$ cat src/hw/rtl/lc3ae_pkg.sv
`default_nettype none

package lc3ae_pkg;

    localparam int XLEN      = 16;
    localparam int REG_COUNT = 8;
    localparam int REG_IDX_W = 3;

    typedef logic [XLEN-1:0]      t_word;
    typedef logic [REG_IDX_W-1:0] t_reg_idx;
    typedef logic [2:0]           t_flags;

    localparam t_word    PC_RESET = 16'h3000;
    localparam t_reg_idx LINK_REG = 3'd7;

    localparam t_flags FLAG_NONE = 3'b000;
    localparam t_flags FLAG_N    = 3'b100;
    localparam t_flags FLAG_Z    = 3'b010;
    localparam t_flags FLAG_P    = 3'b001;

    typedef enum logic [3:0] {
        OP_BR   = 4'd0,
        OP_ADD  = 4'd1,
        OP_LD   = 4'd2,
        OP_ST   = 4'd3,
        OP_JSR  = 4'd4,
        OP_AND  = 4'd5,
        OP_LDR  = 4'd6,
        OP_STR  = 4'd7,
        OP_RTI  = 4'd8,
        OP_NOT  = 4'd9,
        OP_LDI  = 4'd10,
        OP_STI  = 4'd11,
        OP_JMP  = 4'd12,
        OP_RES  = 4'd13,
        OP_LEA  = 4'd14,
        OP_TRAP = 4'd15
    } t_opcode;

    // Outcome of one executed instruction; also drives the register file write.
    typedef struct packed {
        t_word    next_pc;
        logic     reg_written;
        t_reg_idx written_index;
        t_word    written_value;
        t_flags   cond_flags;
        logic     branch_taken;
        logic     unsupported;
    } t_exec_res;

endpackage

`default_nettype wire

$ cat src/hw/rtl/lc3ae_ram.sv
`default_nettype none

module lc3ae_ram #(
    parameter int WIDTH = 16,
    parameter int DEPTH = 8
) (
    input  wire logic                                  i_clk,
    input  wire logic                                  i_wr_en,
    input  wire logic [((DEPTH > 1) ? $clog2(DEPTH) : 1)-1:0] i_wr_addr,
    input  wire logic [WIDTH-1:0]                      i_wr_data,
    input  wire logic                                  i_rd_en,
    input  wire logic [((DEPTH > 1) ? $clog2(DEPTH) : 1)-1:0] i_rd_addr_a,
    input  wire logic [((DEPTH > 1) ? $clog2(DEPTH) : 1)-1:0] i_rd_addr_b,
    output logic      [WIDTH-1:0]                      o_rd_data_a,
    output logic      [WIDTH-1:0]                      o_rd_data_b
);

    logic [WIDTH-1:0] r_mem [DEPTH];

    always_ff @(posedge i_clk) begin
        if (i_wr_en) begin
            r_mem[i_wr_addr] <= i_wr_data;
        end
    end

    // Registered read, old data on a same-cycle write.
    always_ff @(posedge i_clk) begin
        if (i_rd_en) begin
            o_rd_data_a <= r_mem[i_rd_addr_a];
            o_rd_data_b <= r_mem[i_rd_addr_b];
        end
    end

endmodule

`default_nettype wire

$ cat src/hw/rtl/lc3ae_regfile.sv
`default_nettype none

module lc3ae_regfile
    import lc3ae_pkg::*;
(
    input  wire logic      i_clk,
    input  wire logic      i_rst_n,
    input  wire logic      i_rd_en,
    input  wire t_reg_idx  i_rd_addr_a,
    input  wire t_reg_idx  i_rd_addr_b,
    input  wire logic      i_wr_en,
    input  wire t_reg_idx  i_wr_addr,
    input  wire t_word     i_wr_data,
    output t_word          o_rd_data_a,
    output t_word          o_rd_data_b
);

    logic [REG_COUNT-1:0] r_valid;
    logic                 r_vld_a;
    logic                 r_vld_b;
    logic                 r_fwd_a;
    logic                 r_fwd_b;
    t_word                r_fwd_data;
    t_word                ram_a;
    t_word                ram_b;

    lc3ae_ram #(
        .WIDTH (XLEN),
        .DEPTH (REG_COUNT)
    ) u_ram (
        .i_clk       (i_clk),
        .i_wr_en     (i_wr_en),
        .i_wr_addr   (i_wr_addr),
        .i_wr_data   (i_wr_data),
        .i_rd_en     (i_rd_en),
        .i_rd_addr_a (i_rd_addr_a),
        .i_rd_addr_b (i_rd_addr_b),
        .o_rd_data_a (ram_a),
        .o_rd_data_b (ram_b)
    );

    // Registers never written since reset read as zero.
    always_ff @(posedge i_clk) begin
        if (!i_rst_n) begin
            r_valid <= '0;
            r_vld_a <= 1'b0;
            r_vld_b <= 1'b0;
            r_fwd_a <= 1'b0;
            r_fwd_b <= 1'b0;
        end else begin
            if (i_wr_en) begin
                r_valid[i_wr_addr] <= 1'b1;
            end
            if (i_rd_en) begin
                r_vld_a <= r_valid[i_rd_addr_a];
                r_vld_b <= r_valid[i_rd_addr_b];
                r_fwd_a <= i_wr_en && (i_wr_addr == i_rd_addr_a);
                r_fwd_b <= i_wr_en && (i_wr_addr == i_rd_addr_b);
            end
        end
    end

    // Bypass a write landing at the same edge as the read.
    always_ff @(posedge i_clk) begin
        if (i_rd_en) begin
            r_fwd_data <= i_wr_data;
        end
    end

    assign o_rd_data_a = r_fwd_a ? r_fwd_data : (r_vld_a ? ram_a : '0);
    assign o_rd_data_b = r_fwd_b ? r_fwd_data : (r_vld_b ? ram_b : '0);

endmodule

`default_nettype wire

$ cat src/hw/rtl/lc3ae_exec.sv
`default_nettype none

module lc3ae_exec
    import lc3ae_pkg::*;
(
    input  wire t_word   i_instr,
    input  wire t_word   i_pc,
    input  wire t_flags  i_flags,
    input  wire t_word   i_src_a,
    input  wire t_word   i_src_b,
    output t_exec_res    o_res
);

    t_opcode op;
    t_word   pc_inc;
    t_word   imm5;
    t_word   off9;
    t_word   off11;
    t_word   operand;

    assign op      = t_opcode'(i_instr[15:12]);
    assign pc_inc  = i_pc + 16'd1;
    assign imm5    = {{11{i_instr[4]}}, i_instr[4:0]};
    assign off9    = {{7{i_instr[8]}}, i_instr[8:0]};
    assign off11   = {{5{i_instr[10]}}, i_instr[10:0]};
    assign operand = i_instr[5] ? imm5 : i_src_b;

    always_comb begin
        o_res               = '0;
        o_res.next_pc       = pc_inc;
        o_res.cond_flags    = i_flags;
        unique case (op) inside
            OP_ADD, OP_AND, OP_NOT: begin
                o_res.reg_written   = 1'b1;
                o_res.written_index = i_instr[11:9];
                if (op == OP_ADD) begin
                    o_res.written_value = i_src_a + operand;
                end else if (op == OP_AND) begin
                    o_res.written_value = i_src_a & operand;
                end else begin
                    o_res.written_value = ~i_src_a;
                end
                if (o_res.written_value == '0) begin
                    o_res.cond_flags = FLAG_Z;
                end else if (o_res.written_value[XLEN-1]) begin
                    o_res.cond_flags = FLAG_N;
                end else begin
                    o_res.cond_flags = FLAG_P;
                end
            end
            OP_BR: begin
                if ((i_instr[11:9] & i_flags) != FLAG_NONE) begin
                    o_res.next_pc      = pc_inc + off9;
                    o_res.branch_taken = 1'b1;
                end
            end
            OP_JMP: begin
                o_res.next_pc      = i_src_a;
                o_res.branch_taken = 1'b1;
            end
            OP_JSR: begin
                // Link goes to R7; flags untouched.
                o_res.next_pc       = i_instr[11] ? (pc_inc + off11) : i_src_a;
                o_res.branch_taken  = 1'b1;
                o_res.reg_written   = 1'b1;
                o_res.written_index = LINK_REG;
                o_res.written_value = pc_inc;
            end
            OP_LD, OP_ST, OP_LDR, OP_STR, OP_RTI, OP_LDI, OP_STI, OP_RES,
            OP_LEA, OP_TRAP: begin
                o_res.unsupported = 1'b1;
            end
            default: begin
                o_res.unsupported = 1'b1;
            end
        endcase
    end

endmodule

`default_nettype wire

$ cat src/hw/rtl/lc3_alu_branch_execute_unit.sv
`default_nettype none
// Channel   Direction  Handshake                   Payload
// input     in         i_in_valid / o_in_stall     i_instruction
// result    out        o_out_valid / i_out_stall   o_next_pc, o_reg_written, o_written_index,
//                                                  o_written_value, o_cond_flags,
//                                                  o_branch_taken, o_unsupported
// config    in         i_cfg_valid / o_cfg_ready   i_cfg_data (start PC)
//
// One instruction per cycle while the result is not stalled; a request enters the input register when
// accepted, with its register file read, and is then executed into the result register.
// The single execute pass updates PC, flags and registers for each executed instruction.
// Reset clears the register file (through valid bits), the flags, and loads the PC with 0x3000.
// A stalled result holds; a valid input register holds behind it and o_in_stall rises.
// A configuration write loads the PC directly; it is always ready.

module lc3_alu_branch_execute_unit
    import lc3ae_pkg::*;
(
    input  wire logic        i_clk,
    input  wire logic        i_rst_n,
    input  wire logic        i_in_valid,
    output logic             o_in_stall,
    input  wire logic [15:0] i_instruction,
    output logic             o_out_valid,
    input  wire logic        i_out_stall,
    output logic [15:0]      o_next_pc,
    output logic             o_reg_written,
    output logic [2:0]       o_written_index,
    output logic [15:0]      o_written_value,
    output logic [2:0]       o_cond_flags,
    output logic             o_branch_taken,
    output logic             o_unsupported,
    input  wire logic        i_cfg_valid,
    output logic             o_cfg_ready,
    input  wire logic [15:0] i_cfg_data
);

    logic      r_in_valid;
    t_word     r_instr;
    t_word     r_pc;
    t_flags    r_cc;
    logic      r_out_valid;
    t_exec_res r_out;
    logic      in_accept;
    logic      exec_fire;
    t_word     src_a;
    t_word     src_b;
    t_exec_res res;

    // Advance the execute stage when the result register is free or being drained.
    assign exec_fire  = r_in_valid && (!r_out_valid || !i_out_stall);
    assign o_in_stall = r_in_valid && !exec_fire;
    assign in_accept  = i_in_valid && !o_in_stall;
    assign o_cfg_ready = 1'b1;

    // Operand read is launched at acceptance so the data lines up with r_instr.
    lc3ae_regfile u_regfile (
        .i_clk       (i_clk),
        .i_rst_n     (i_rst_n),
        .i_rd_en     (in_accept),
        .i_rd_addr_a (i_instruction[8:6]),
        .i_rd_addr_b (i_instruction[2:0]),
        .i_wr_en     (exec_fire && res.reg_written),
        .i_wr_addr   (res.written_index),
        .i_wr_data   (res.written_value),
        .o_rd_data_a (src_a),
        .o_rd_data_b (src_b)
    );

    lc3ae_exec u_exec (
        .i_instr (r_instr),
        .i_pc    (r_pc),
        .i_flags (r_cc),
        .i_src_a (src_a),
        .i_src_b (src_b),
        .o_res   (res)
    );

    always_ff @(posedge i_clk) begin
        if (!i_rst_n) begin
            r_in_valid  <= 1'b0;
            r_out_valid <= 1'b0;
            r_pc        <= PC_RESET;
            r_cc        <= FLAG_NONE;
        end else begin
            // Take a new request whenever the input register frees up.
            if (in_accept) begin
                r_in_valid <= 1'b1;
            end else if (exec_fire) begin
                r_in_valid <= 1'b0;
            end
            if (exec_fire) begin
                r_out_valid <= 1'b1;
            end else if (!i_out_stall) begin
                r_out_valid <= 1'b0;
            end
            // Commit architectural state; a config write reloads the PC.
            if (i_cfg_valid && o_cfg_ready) begin
                r_pc <= i_cfg_data;
            end else if (exec_fire) begin
                r_pc <= res.next_pc;
            end
            if (exec_fire) begin
                r_cc <= res.cond_flags;
            end
        end
    end

    // Payload registers: hold while stalled.
    always_ff @(posedge i_clk) begin
        if (in_accept) begin
            r_instr <= i_instruction;
        end
        if (exec_fire) begin
            r_out <= res;
        end
    end

    assign o_out_valid     = r_out_valid;
    assign o_next_pc       = r_out.next_pc;
    assign o_reg_written   = r_out.reg_written;
    assign o_written_index = r_out.written_index;
    assign o_written_value = r_out.written_value;
    assign o_cond_flags    = r_out.cond_flags;
    assign o_branch_taken  = r_out.branch_taken;
    assign o_unsupported   = r_out.unsupported;

    a_stall_only_when_held: assert property (@(posedge i_clk) disable iff (!i_rst_n)
        o_in_stall |-> r_in_valid && r_out_valid && i_out_stall)
        else $error("input stalled without a held result");

    a_fire_gives_result: assert property (@(posedge i_clk) disable iff (!i_rst_n)
        exec_fire |=> o_out_valid)
        else $error("executed request produced no result");

    a_unsup_no_effect: assert property (@(posedge i_clk) disable iff (!i_rst_n)
        o_out_valid && o_unsupported |-> !o_reg_written && !o_branch_taken)
        else $error("unsupported opcode wrote a register or branched");

    a_no_write_zero: assert property (@(posedge i_clk) disable iff (!i_rst_n)
        o_out_valid && !o_reg_written |-> o_written_index == 3'd0 && o_written_value == 16'd0)
        else $error("write fields nonzero without a register write");

    a_flags_onehot0: assert property (@(posedge i_clk) disable iff (!i_rst_n)
        o_out_valid |-> $onehot0(o_cond_flags))
        else $error("more than one condition flag set");

endmodule

`default_nettype wire

$ cat config.mk
export PLATFORM = sky130hd
export DESIGN_NAME = lc3_alu_branch_execute_unit
export DESIGN_NICKNAME = d
export VERILOG_FILES = /design/src/hw/rtl/lc3ae_pkg.sv /design/src/hw/rtl/lc3ae_ram.sv /design/src/hw/rtl/lc3ae_regfile.sv /design/src/hw/rtl/lc3ae_exec.sv /design/src/hw/rtl/lc3_alu_branch_execute_unit.sv
export SDC_FILE = /design/constraint.sdc
export NUM_CORES = 1
export LEC_CHECK = 0
export BUFFER_PORTS_ARGS = -buffer_cell sky130_fd_sc_hd__buf_2
export CORE_ASPECT_RATIO = 0.6
export CORE_UTILIZATION = 31
export CTS_BUF_LIST = sky130_fd_sc_hd__clkbuf_8
export DETAILED_ROUTE_END_ITERATION = 8
export MAX_ROUTING_LAYER = met4
export PLACE_DENSITY = 0.57
export SLEW_MARGIN = 15
export SYNTH_ARGS = -nofsm -noshare
export SYNTH_HDL_FRONTEND = slang
export SYNTH_SLANG_ARGS = --single-unit
$ cat constraint.sdc
create_clock -name i_clk -period 5.72 [get_ports i_clk]
set_clock_uncertainty 0.15 [all_clocks]
set_input_delay 0.572 -clock i_clk [delete_from_list [all_inputs] [get_ports i_clk]]
set_output_delay 0.572 -clock i_clk [all_outputs]
set_load 0.02 [all_outputs]
==> impl_results.rst, run 1 <==
.. list-table::
   :header-rows: 1

   * - Metric
     - Value
   * - Multiplexer share of the synthesized area
     - 0.146
   * - Proportion of total power due to net switching
     - 0.268
   * - Total overflow reported by the global router
     - 0
   * - Register-to-register setup slack
     - ~0.98 ns
   * - Die Area
     - 46,200 um2
   * - Origin of the worst setup path
     - r_instr[5]
   * - Worst hold-check path type
     - input port to flip-flop
   * - Layer carrying the most global-route usage
     - met1
   * - Compound-Gate Fraction of Synth Area
     - 0.120
   * - Launching element type of the critical path
     - flip-flop
   * - Number of standard-cell rows in the floorplan
     - 60
   * - Sequential-to-total area share from yosys stat
     - 0.545
   * - Final instance area
     - between 15,000 and 20,000 um2
   * - CTS tree
     - done
   * - Destination of the worst register-to-register timing path
     - o_cond_flags[0]
   * - Clock input transition at the sequential cells of the worst setup and hold paths
     - ~0.07 ns
   * - H-tree levels
     - 2
   * - Final TNS setup
     - 0 ns
   * - # DRC
     - 0
   * - Met3 GRT Util
     - 0.0404
   * - Maximum root-to-sink buffer count
     - 3
   * - Power density normalized to cell area
     - 274 nW/um2
   * - Dpl cell area
     - 15,200 um2
   * - Synth Area in Simple Gates
     - 0.0907
   * - Crit path kind
     - flip-flop to flip-flop
   * - First-pass GRT wire length
     - a little over 60 mm
   * - Number of max-slew violations in the final report
     - 0
   * - Final setup fails
     - 0
   * - Share of async-settable or async-resettable flops after synthesis
     - 0
   * - GR met1 Demand/Resource
     - 0.284
   * - Number of buffers inserted by post-CTS setup repair
     - 0
   * - Unique masters post-synth
     - 76
   * - CTS sink cnt
     - around 270
   * - Power share of the sequential group
     - 0.510
   * - Input/output buffers
     - 79
   * - Layout cell share with drive strength beyond 1
     - 0.232
   * - Post-Synthesis Cells
     - 1,074
   * - Count of routing violations after the opening detailed-route iteration
     - roughly 1.2k
   * - Combinational group share of total power
     - 0.131
   * - Antenna violations before repair
     - 1
   * - Pin count of the biggest net entering global routing
     - 44
   * - Worst IR drop on VDD
     - roughly 180 uV
   * - Setup repair after global routing missed its margin
     - no
   * - Number of synthesized flops with an enable pin
     - 233
   * - Data required, critical path
     - approximately 5.9 ns
   * - Final period util
     - 0.828
   * - Number of nets still failing antenna checks after routing
     - 0
   * - Initial Utilization
     - 0.314
   * - Setup crit end kind
     - flip-flop
   * - Clock Power Share
     - 0.359
   * - Arr. time, crit path
     - slightly below 5 ns
   * - Startpoint of the most critical register-to-register path
     - r_instr[5]
   * - Synth Area in Adders
     - 0.0402
   * - Achievable clock frequency
     - about 0.21 GHz
   * - Number of warning messages in the yosys log
     - 0
   * - Vias after detailed routing
     - 9,884
   * - Vertical extent of the die
     - 167 um
   * - Internal power
     - 3220 uW
   * - Clock Latency Late Sink
     - 0.58 ns
   * - Standard cell core area
     - 44,700 um2
   * - Leakage Power
     - between 0.005 and 0.006 uW
   * - Length of the first detailed-routing pass in iterations
     - 5
   * - Final weighted congestion in routability-driven placement
     - 0.911
   * - Transition at the pin with the smallest max-transition slack
     - ~1.2 ns
   * - Wire length per cell
     - approximately 23 um
   * - Die extent in x
     - 277 um
   * - HPWL after detailed placement
     - between 20 and 30 mm
   * - Syn Nets
     - 1,155
   * - Via-per-instance ratio
     - ~5.5
   * - Mean area per synthesized cell
     - approximately 13 um2
   * - Reg2reg path depth
     - 12
   * - Number of global-route vias before repair
     - about 9.6k
   * - Max Cap Viol
     - 0
   * - Synthesized area
     - approximately 14,000 um2
   * - Total routing usage reported by global routing
     - 0.186
   * - Switching power
     - 1180 uW
   * - Met2 capacity usage during global routing
     - 0.249
   * - Number of CTS-inserted buffers
     - 39
   * - Minimum clock period
     - 4.74 ns
   * - Post-Synth XOR/XNOR Area
     - 0.0305
   * - Final layout net count
     - 1,247
   * - Critical path capture point
     - o_cond_flags[0]
   * - Combinational family with the most area after synthesis
     - multiplexers
   * - Final hold violation count
     - 0
   * - Result of the run
     - finished, final reports clean
   * - CTS root buf
     - sky130_fd_sc_hd__clkbuf_8
   * - Filler cell count
     - between 4k and 5k
   * - Maximum fanout along the worst path
     - 15
   * - Layout overhead on the synthesized area
     - 14.0%
   * - Count of instances resized after the clock tree is built
     - 0
   * - Number of top-level pins
     - 81
   * - Primary flip-flop cell chosen by synthesis mapping
     - sky130_fd_sc_hd__edfxtp_1
   * - Final routed wirelength across all metal layers
     - 41.9 mm
   * - Slew HR
     - 0.208
   * - Count of state elements after synthesis
     - roughly 270
## critical path, stage by stage (launching register included)
cell and delay [ns]:
sky130_fd_sc_hd__edfxtp_1 0.72, sky130_fd_sc_hd__o21ai_0 0.24, sky130_fd_sc_hd__ha_1 0.27, sky130_fd_sc_hd__fa_1 0.47, sky130_fd_sc_hd__and4_1 0.19, sky130_fd_sc_hd__a2111oi_0 0.71, sky130_fd_sc_hd__o21ai_1 0.23, sky130_fd_sc_hd__o21ai_1 0.39
sky130_fd_sc_hd__o21ai_0 0.19, sky130_fd_sc_hd__xor2_1 0.18, sky130_fd_sc_hd__o21a_1 0.19, sky130_fd_sc_hd__nor3_2 0.36, sky130_fd_sc_hd__a31oi_1 0.14
## cells by family (layout without fill, tap and decap cells)
family                   after synthesis  in the layout
AND/OR/NAND/NOR                      258            258
flip-flops                           266            266
XOR/XNOR                              49             49
other                                  1              3
multiplexers                         116            116
AO/OA/AOI/OAI                        241            241
buffers and inverters                 99            218
adder cells (fa/ha/maj)               44             44
## metal layers
| layer | part of all wire | routed length, um |
|---|---|---|
| met1 | 0.50 | 20800 |
| met5 | 0 | 0 |
| met4 | 0.015 | 622 |
| met3 | 0.081 | 3410 |
| met2 | 0.41 | 17100 |
## registers in the layout, indices dropped and copies added (netlist names), 16 cells and up
| register | flops |
|---|---|
| o_next_pc | 16 |
| o_written_value | 16 |
| r_instr | 16 |
| r_pc | 16 |
| u_regfile.r_fwd_data | 16 |
| u_regfile.u_ram.o_rd_data_a | 16 |
| u_regfile.u_ram.o_rd_data_b | 16 |
| u_regfile.u_ram.r_mem | 128 |
## area by class of cell
type	count	area [um2]	area share
clock inverters	27	209	0.0130
well taps	589	737	0.0460
diodes	2	5.00	0.000312
inverters	39	146	0.00913
multi-input cells	709	6060	0.378
clock buffers	41	564	0.0352
flip-flops and latches	266	7660	0.478
repair buffers	111	648	0.0404
## what timing repair did
item | CTS | global route
hold buffers | 4 | 1
endpoints found under the setup margin | 0 | 0
endpoints found under the hold margin | 4 | 1
## worst min-delay path by stage
| stage | cells after the start | startpoint | slack [ns] | end |
|---|---|---|---|---|
| 6_report | 1 | i_instruction[15] | 0.04 | r_instr[15] |
| 5_1_grt | 1 | i_instruction[15] | 0.004 | r_instr[15] |
| 3_3_place_gp | 1 | u_regfile.r_valid[4] | 0.32 | u_regfile.r_valid[4] |
| 2_1_floorplan | 1 | u_regfile.r_valid[2] | 0.30 | u_regfile.r_valid[2] |
| 4_1_cts | 1 | i_instruction[9] | 0.004 | r_instr[9] |
| 3_5_place_dp | 1 | u_regfile.r_valid[6] | 0.32 | u_regfile.r_valid[6] |
## Yosys cell counts (29+ instances only)
library cell	instances	area share
sky130_fd_sc_hd__nor2_1	62	0.017
sky130_fd_sc_hd__edfxtp_1	233	0.50
sky130_fd_sc_hd__xor2_1	29	0.018
sky130_fd_sc_hd__mux4_2	68	0.11
sky130_fd_sc_hd__mux2_2	32	0.026
sky130_fd_sc_hd__ha_1	42	0.037
sky130_fd_sc_hd__a21oi_1	38	0.014
sky130_fd_sc_hd__inv_1	34	0.0091
sky130_fd_sc_hd__dfxtp_1	33	0.047
sky130_fd_sc_hd__o21ai_0	33	0.012
sky130_fd_sc_hd__clkbuf_1	46	0.012
sky130_fd_sc_hd__nand2_1	81	0.022
## cells in the final DEF, fill, tap and decap left out, drive strengths merged, types with 20 or more instances in the layout
| cell | count |
|---|---|
| nand3 | 21 |
| ha | 42 |
| nor2 | 63 |
| clkbuf | 41 |
| o21ai | 54 |
| xnor2 | 20 |
| a21oi | 38 |
| dfxtp | 33 |
| inv | 48 |
| buf | 106 |
| nand2 | 81 |
| mux2 | 34 |
| mux4 | 68 |
| xor2 | 29 |
| edfxtp | 233 |
## power by group through the flow
stage               Sequential, uW  Combinational, uW  Clock (uW)
floorplan                     2280                383           0
global route                  2250                627        1700
detailed placement            2280                567           0
CTS                           2240                573        1620
finish                        2240                575        1580
global placement              2280                565           0
## stage by stage
stage / std cells / setup WS [ns] / util / total power [uW] / hold slack (ns)
after global placement: 1709 / 1.28 / 0.340 / 2850 / 0.316
after global routing: 1782 / 0.839 / 0.358 / 4570 / 0.00433
after floorplan: 1074 / 1.69 / - / 2660 / 0.302
after detailed placement: 1709 / 1.20 / 0.340 / 2850 / 0.322
final: 1784 / 0.982 / 0.358 / 4400 / 0.0361
after CTS: 1781 / 1.18 / 0.358 / 4430 / 0.00374
Note: power is estimated with default switching activity, not from simulation.
==> run 2: changes to the inputs <==
==> constraint.sdc (replaced) <==
create_clock -name i_clk -period 4.7 [get_ports i_clk]
set_clock_uncertainty 0.15 [all_clocks]
set_input_delay 0.47 -clock i_clk [delete_from_list [all_inputs] [get_ports i_clk]]
set_output_delay 0.47 -clock i_clk [all_outputs]
set_load 0.02 [all_outputs]
==> impl_results.rst, run 2 (same netlist as run 1, synthesis figures left out) <==
.. list-table::
   :header-rows: 1

   * - Metric
     - Value
   * - Result of the run
     - finished, final reports clean
   * - Layer carrying the most global-route usage
     - met1
   * - Vertical extent of the die
     - 167 um (unchanged)
   * - Register-to-register setup slack
     - 0.40 ns (-0.59 ns)
   * - Number of buffers inserted by post-CTS setup repair
     - 0 (unchanged)
   * - Number of hold buffers added after CTS
     - 22 (+18)
   * - GR met1 Demand/Resource
     - 0.280 (-0.00430)
   * - Crit-path most repeated cell
     - sky130_fd_sc_hd__o21ai_1
   * - HPWL after detailed placement
     - 29.2 mm (-1.5%)
   * - Slew HR
     - 0.216 (+0.00789)
   * - Clock Latency Late Sink
     - 0.59 ns (about the same)
   * - Multi-input gate area
     - 6050 um2 (about the same)
   * - Number of max-slew violations in the final report
     - 0 (unchanged)
   * - Combined flip-flop and latch cell area
     - 7660 um2 (unchanged)
   * - # DRC
     - 0 (unchanged)
   * - Destination of the worst register-to-register timing path
     - o_cond_flags[0]
   * - Pin count of the biggest net entering global routing
     - 42 (-4.5%)
   * - Count of routing violations after the opening detailed-route iteration
     - 1,195 (+0.50%)
   * - Transition at the pin with the smallest max-transition slack
     - 1.18 ns (-0.0118 ns)
   * - Max Cap Viol
     - 0 (unchanged)
   * - Register with the most flip-flops
     - u_regfile.u_ram.r_mem
   * - Number of standard-cell rows in the floorplan
     - 60 (unchanged)
   * - Vias after detailed routing
     - 9,986 (+1.0%)
   * - Count of instances resized after the clock tree is built
     - 0 (unchanged)
   * - CTS root buf
     - sky130_fd_sc_hd__clkbuf_8
   * - Biggest cell delay along the critical path
     - 0.50 ns (-0.22 ns)
   * - Die Area
     - 46,200 um2 (unchanged)
   * - Gate family responsible for the most delay along the worst path
     - compound AO/OA/AOI/OAI gates
   * - Arr. time, crit path
     - 4.42 ns (-0.45 ns)
   * - Input/output buffers
     - 79 (unchanged)
   * - Met2 capacity usage during global routing
     - 0.240 (-0.00918)
   * - Startpoint of the most critical register-to-register path
     - u_regfile.r_vld_a
   * - Maximum fanout along the worst path
     - 4 (-11)
   * - Hold worst-path end
     - r_pc[3]
   * - H-tree levels
     - 2 (unchanged)
   * - Worst hold-check path type
     - input port to flip-flop
   * - Data required, critical path
     - 4.82 ns (-1.03 ns)
   * - Achievable clock frequency
     - 0.232 GHz (+10%)
   * - Dpl cell area
     - 15,300 um2 (+0.51%)
   * - Worst hold stages
     - 4 (+3)
   * - Crit path kind
     - flip-flop to flip-flop
   * - Die extent in x
     - 277 um (unchanged)
   * - Minimum clock period
     - 4.30 ns (-0.435 ns)
   * - Number of CTS-inserted buffers
     - 39 (unchanged)
   * - CP cell instances
     - nor2b_1 -> a22o_1 -> ha_1 -> fa_1 -> and4_1 -> a2111oi_0 -> o21ai_1 -> o21ai_1 -> mux2_1 -> nor2_1 -> nand3_1 -> nor3_2 -> a31oi_1
   * - First-pass GRT wire length
     - 61.5 mm (-0.97%)
   * - Wire length per cell
     - 22.9 um (-2.4%)
   * - Setup crit end kind
     - flip-flop
   * - Final setup fails
     - 0 (unchanged)
   * - Leakage Power
     - 0.00607 uW (+2.7%)
   * - CTS sink cnt
     - 266 (unchanged)
   * - Length of the first detailed-routing pass in iterations
     - 9 (+4)
   * - Worst IR drop on VDD
     - 215 uV (+17%)
   * - Final hold violation count
     - 0 (unchanged)
   * - Number of nets still failing antenna checks after routing
     - 0 (unchanged)
   * - Final period util
     - 0.916 (+0.0873)
   * - Launching element type of the critical path
     - flip-flop
   * - Final layout net count
     - 1,275 (+2.2%)
   * - Setup repair after global routing missed its margin
     - no
   * - CTS tree
     - done
   * - Final routed wirelength across all metal layers
     - 41.5 mm (-0.91%)
   * - Count of antenna diodes in the layout
     - 0 (-2)
   * - Total overflow reported by the global router
     - 0 (unchanged)
   * - Met3 GRT Util
     - 0.0504 (+0.00996)
   * - Layout cell share with drive strength beyond 1
     - 0.239 (+0.00676)
   * - Number of global-route vias before repair
     - 9,426 (-1.7%)
   * - Number of buffer and inverter stages on the critical path
     - 0 (unchanged)
   * - Maximum root-to-sink buffer count
     - 3 (unchanged)
   * - Antenna violations before repair
     - 0 (-1)
   * - Initial Utilization
     - 0.314 (unchanged)
   * - Layout overhead on the synthesized area
     - 16.0%
   * - Commonest cells after routing, fill and taps aside
     - 233 x sky130_fd_sc_hd__edfxtp_1, 81 x sky130_fd_sc_hd__nand2_1, 79 x sky130_fd_sc_hd__buf_2
   * - Clock input transition at the sequential cells of the worst setup and hold paths
     - 0.07 ns (about the same)
   * - Most frequent standard cell in the layout excluding fill and tap cells
     - sky130_fd_sc_hd__edfxtp_1
   * - Power density normalized to cell area
     - 332 nW/um2 (+21%)
   * - Cell with the largest stage delay on the worst path
     - sky130_fd_sc_hd__fa_1
   * - Total routing usage reported by global routing
     - 0.183 (-0.00222)
   * - Via-per-instance ratio
     - 5.51 (-0.47%)
   * - Filler cell count
     - 4,353 (-0.57%)
   * - Reg2reg path depth
     - 13 (+1)
   * - Number of top-level pins
     - 81 (unchanged)
   * - Standard cell core area
     - 44,700 um2 (unchanged)
   * - HP Start
     - i_cfg_data[3]
   * - Final instance area
     - 16,300 um2 (+1.7%)
   * - Max reg flops
     - 128 (unchanged)
   * - Final weighted congestion in routability-driven placement
     - 0.954 (+4.7%)
   * - Final TNS setup
     - 0 ns (unchanged)
[run 2: cell count changes in the layout (fill, tap and decap cells not counted), moves of 2 or more]
cell,delta
sky130_fd_sc_hd__dlygate4sd3_1,+17
sky130_fd_sc_hd__buf_4,+11
sky130_fd_sc_hd__clkinv_1,-7
sky130_fd_sc_hd__clkbuf_8,+5
sky130_fd_sc_hd__inv_1,+4
sky130_fd_sc_hd__diode_2,-2
sky130_fd_sc_hd__o21ai_0,+2
sky130_fd_sc_hd__o21ai_1,-2
[run 2: layer usage]
layer / up-vias / part of all wire / wire [um]
met5: - / 0 / 0
li1: 4472 / - / -
met4: 0 / 0.013 / 527
met1: 5047 / 0.50 / 20600
met2: 422 / 0.40 / 16600
met3: 45 / 0.092 / 3800
[run 2: how the worst max path moves through the flow]
| stage | startpoint | endpoint | cells after the start |
|---|---|---|---|
| 2_1_floorplan | u_regfile.r_fwd_b | o_cond_flags[0] | 17 |
| 3_3_place_gp | r_instr[5] | o_written_value[15] | 14 |
| 3_5_place_dp | r_instr[5] | u_regfile.u_ram.r_mem[0][13] | 12 |
| 4_1_cts | r_instr[5] | u_regfile.u_ram.r_mem[2][13] | 12 |
| 5_1_grt | u_regfile.r_vld_b | o_cond_flags[0] | 14 |
| 6_report | u_regfile.r_vld_a | o_cond_flags[0] | 13 |
[run 2: worst register-to-register path, cell delays in order, from the launching register on]
cell                        delay, ns
sky130_fd_sc_hd__dfxtp_1         0.34
sky130_fd_sc_hd__nor2b_1         0.15
sky130_fd_sc_hd__a22o_1          0.25
sky130_fd_sc_hd__ha_1            0.25
sky130_fd_sc_hd__fa_1            0.50
sky130_fd_sc_hd__and4_1          0.20
sky130_fd_sc_hd__a2111oi_0       0.49
sky130_fd_sc_hd__o21ai_1         0.19
sky130_fd_sc_hd__o21ai_1         0.39
sky130_fd_sc_hd__mux2_1          0.37
sky130_fd_sc_hd__nor2_1          0.15
sky130_fd_sc_hd__nand3_1         0.10
sky130_fd_sc_hd__nor3_2          0.32
sky130_fd_sc_hd__a31oi_1         0.14
[run 2: through the flow]
step | util | power (uW) | hold slack, ns | setup slack [ns] | instances
2_1_floorplan | - | 3240 | 0.302 | 0.673 | 1074
3_3_place_gp | 0.341 | 3470 | 0.314 | 0.574 | 1720
3_5_place_dp | 0.341 | 3470 | 0.322 | 0.527 | 1720
4_1_cts | 0.364 | 5450 | 0.0382 | 0.485 | 1811
5_1_grt | 0.364 | 5630 | 0.0540 | 0.117 | 1811
6_report | 0.364 | 5410 | 0.0592 | 0.396 | 1811
[run 2: where the power goes]
part	internal (uW)	leakage, uW	switching [uW]
sequential	2670	0.00247	58.6
combinational	285	0.00314	440
clock	1010	0.000454	948
[run 2: area by class of cell]
class | instances | area share
Clock inverter | 23 | 0.0105
Tap cell | 589 | 0.0452
Timing Repair Buffer | 139 | 0.0553
Inverter | 39 | 0.00898
Clock buffer | 46 | 0.0388
Multi-Input combinational cell | 709 | 0.371
Sequential cell | 266 | 0.470
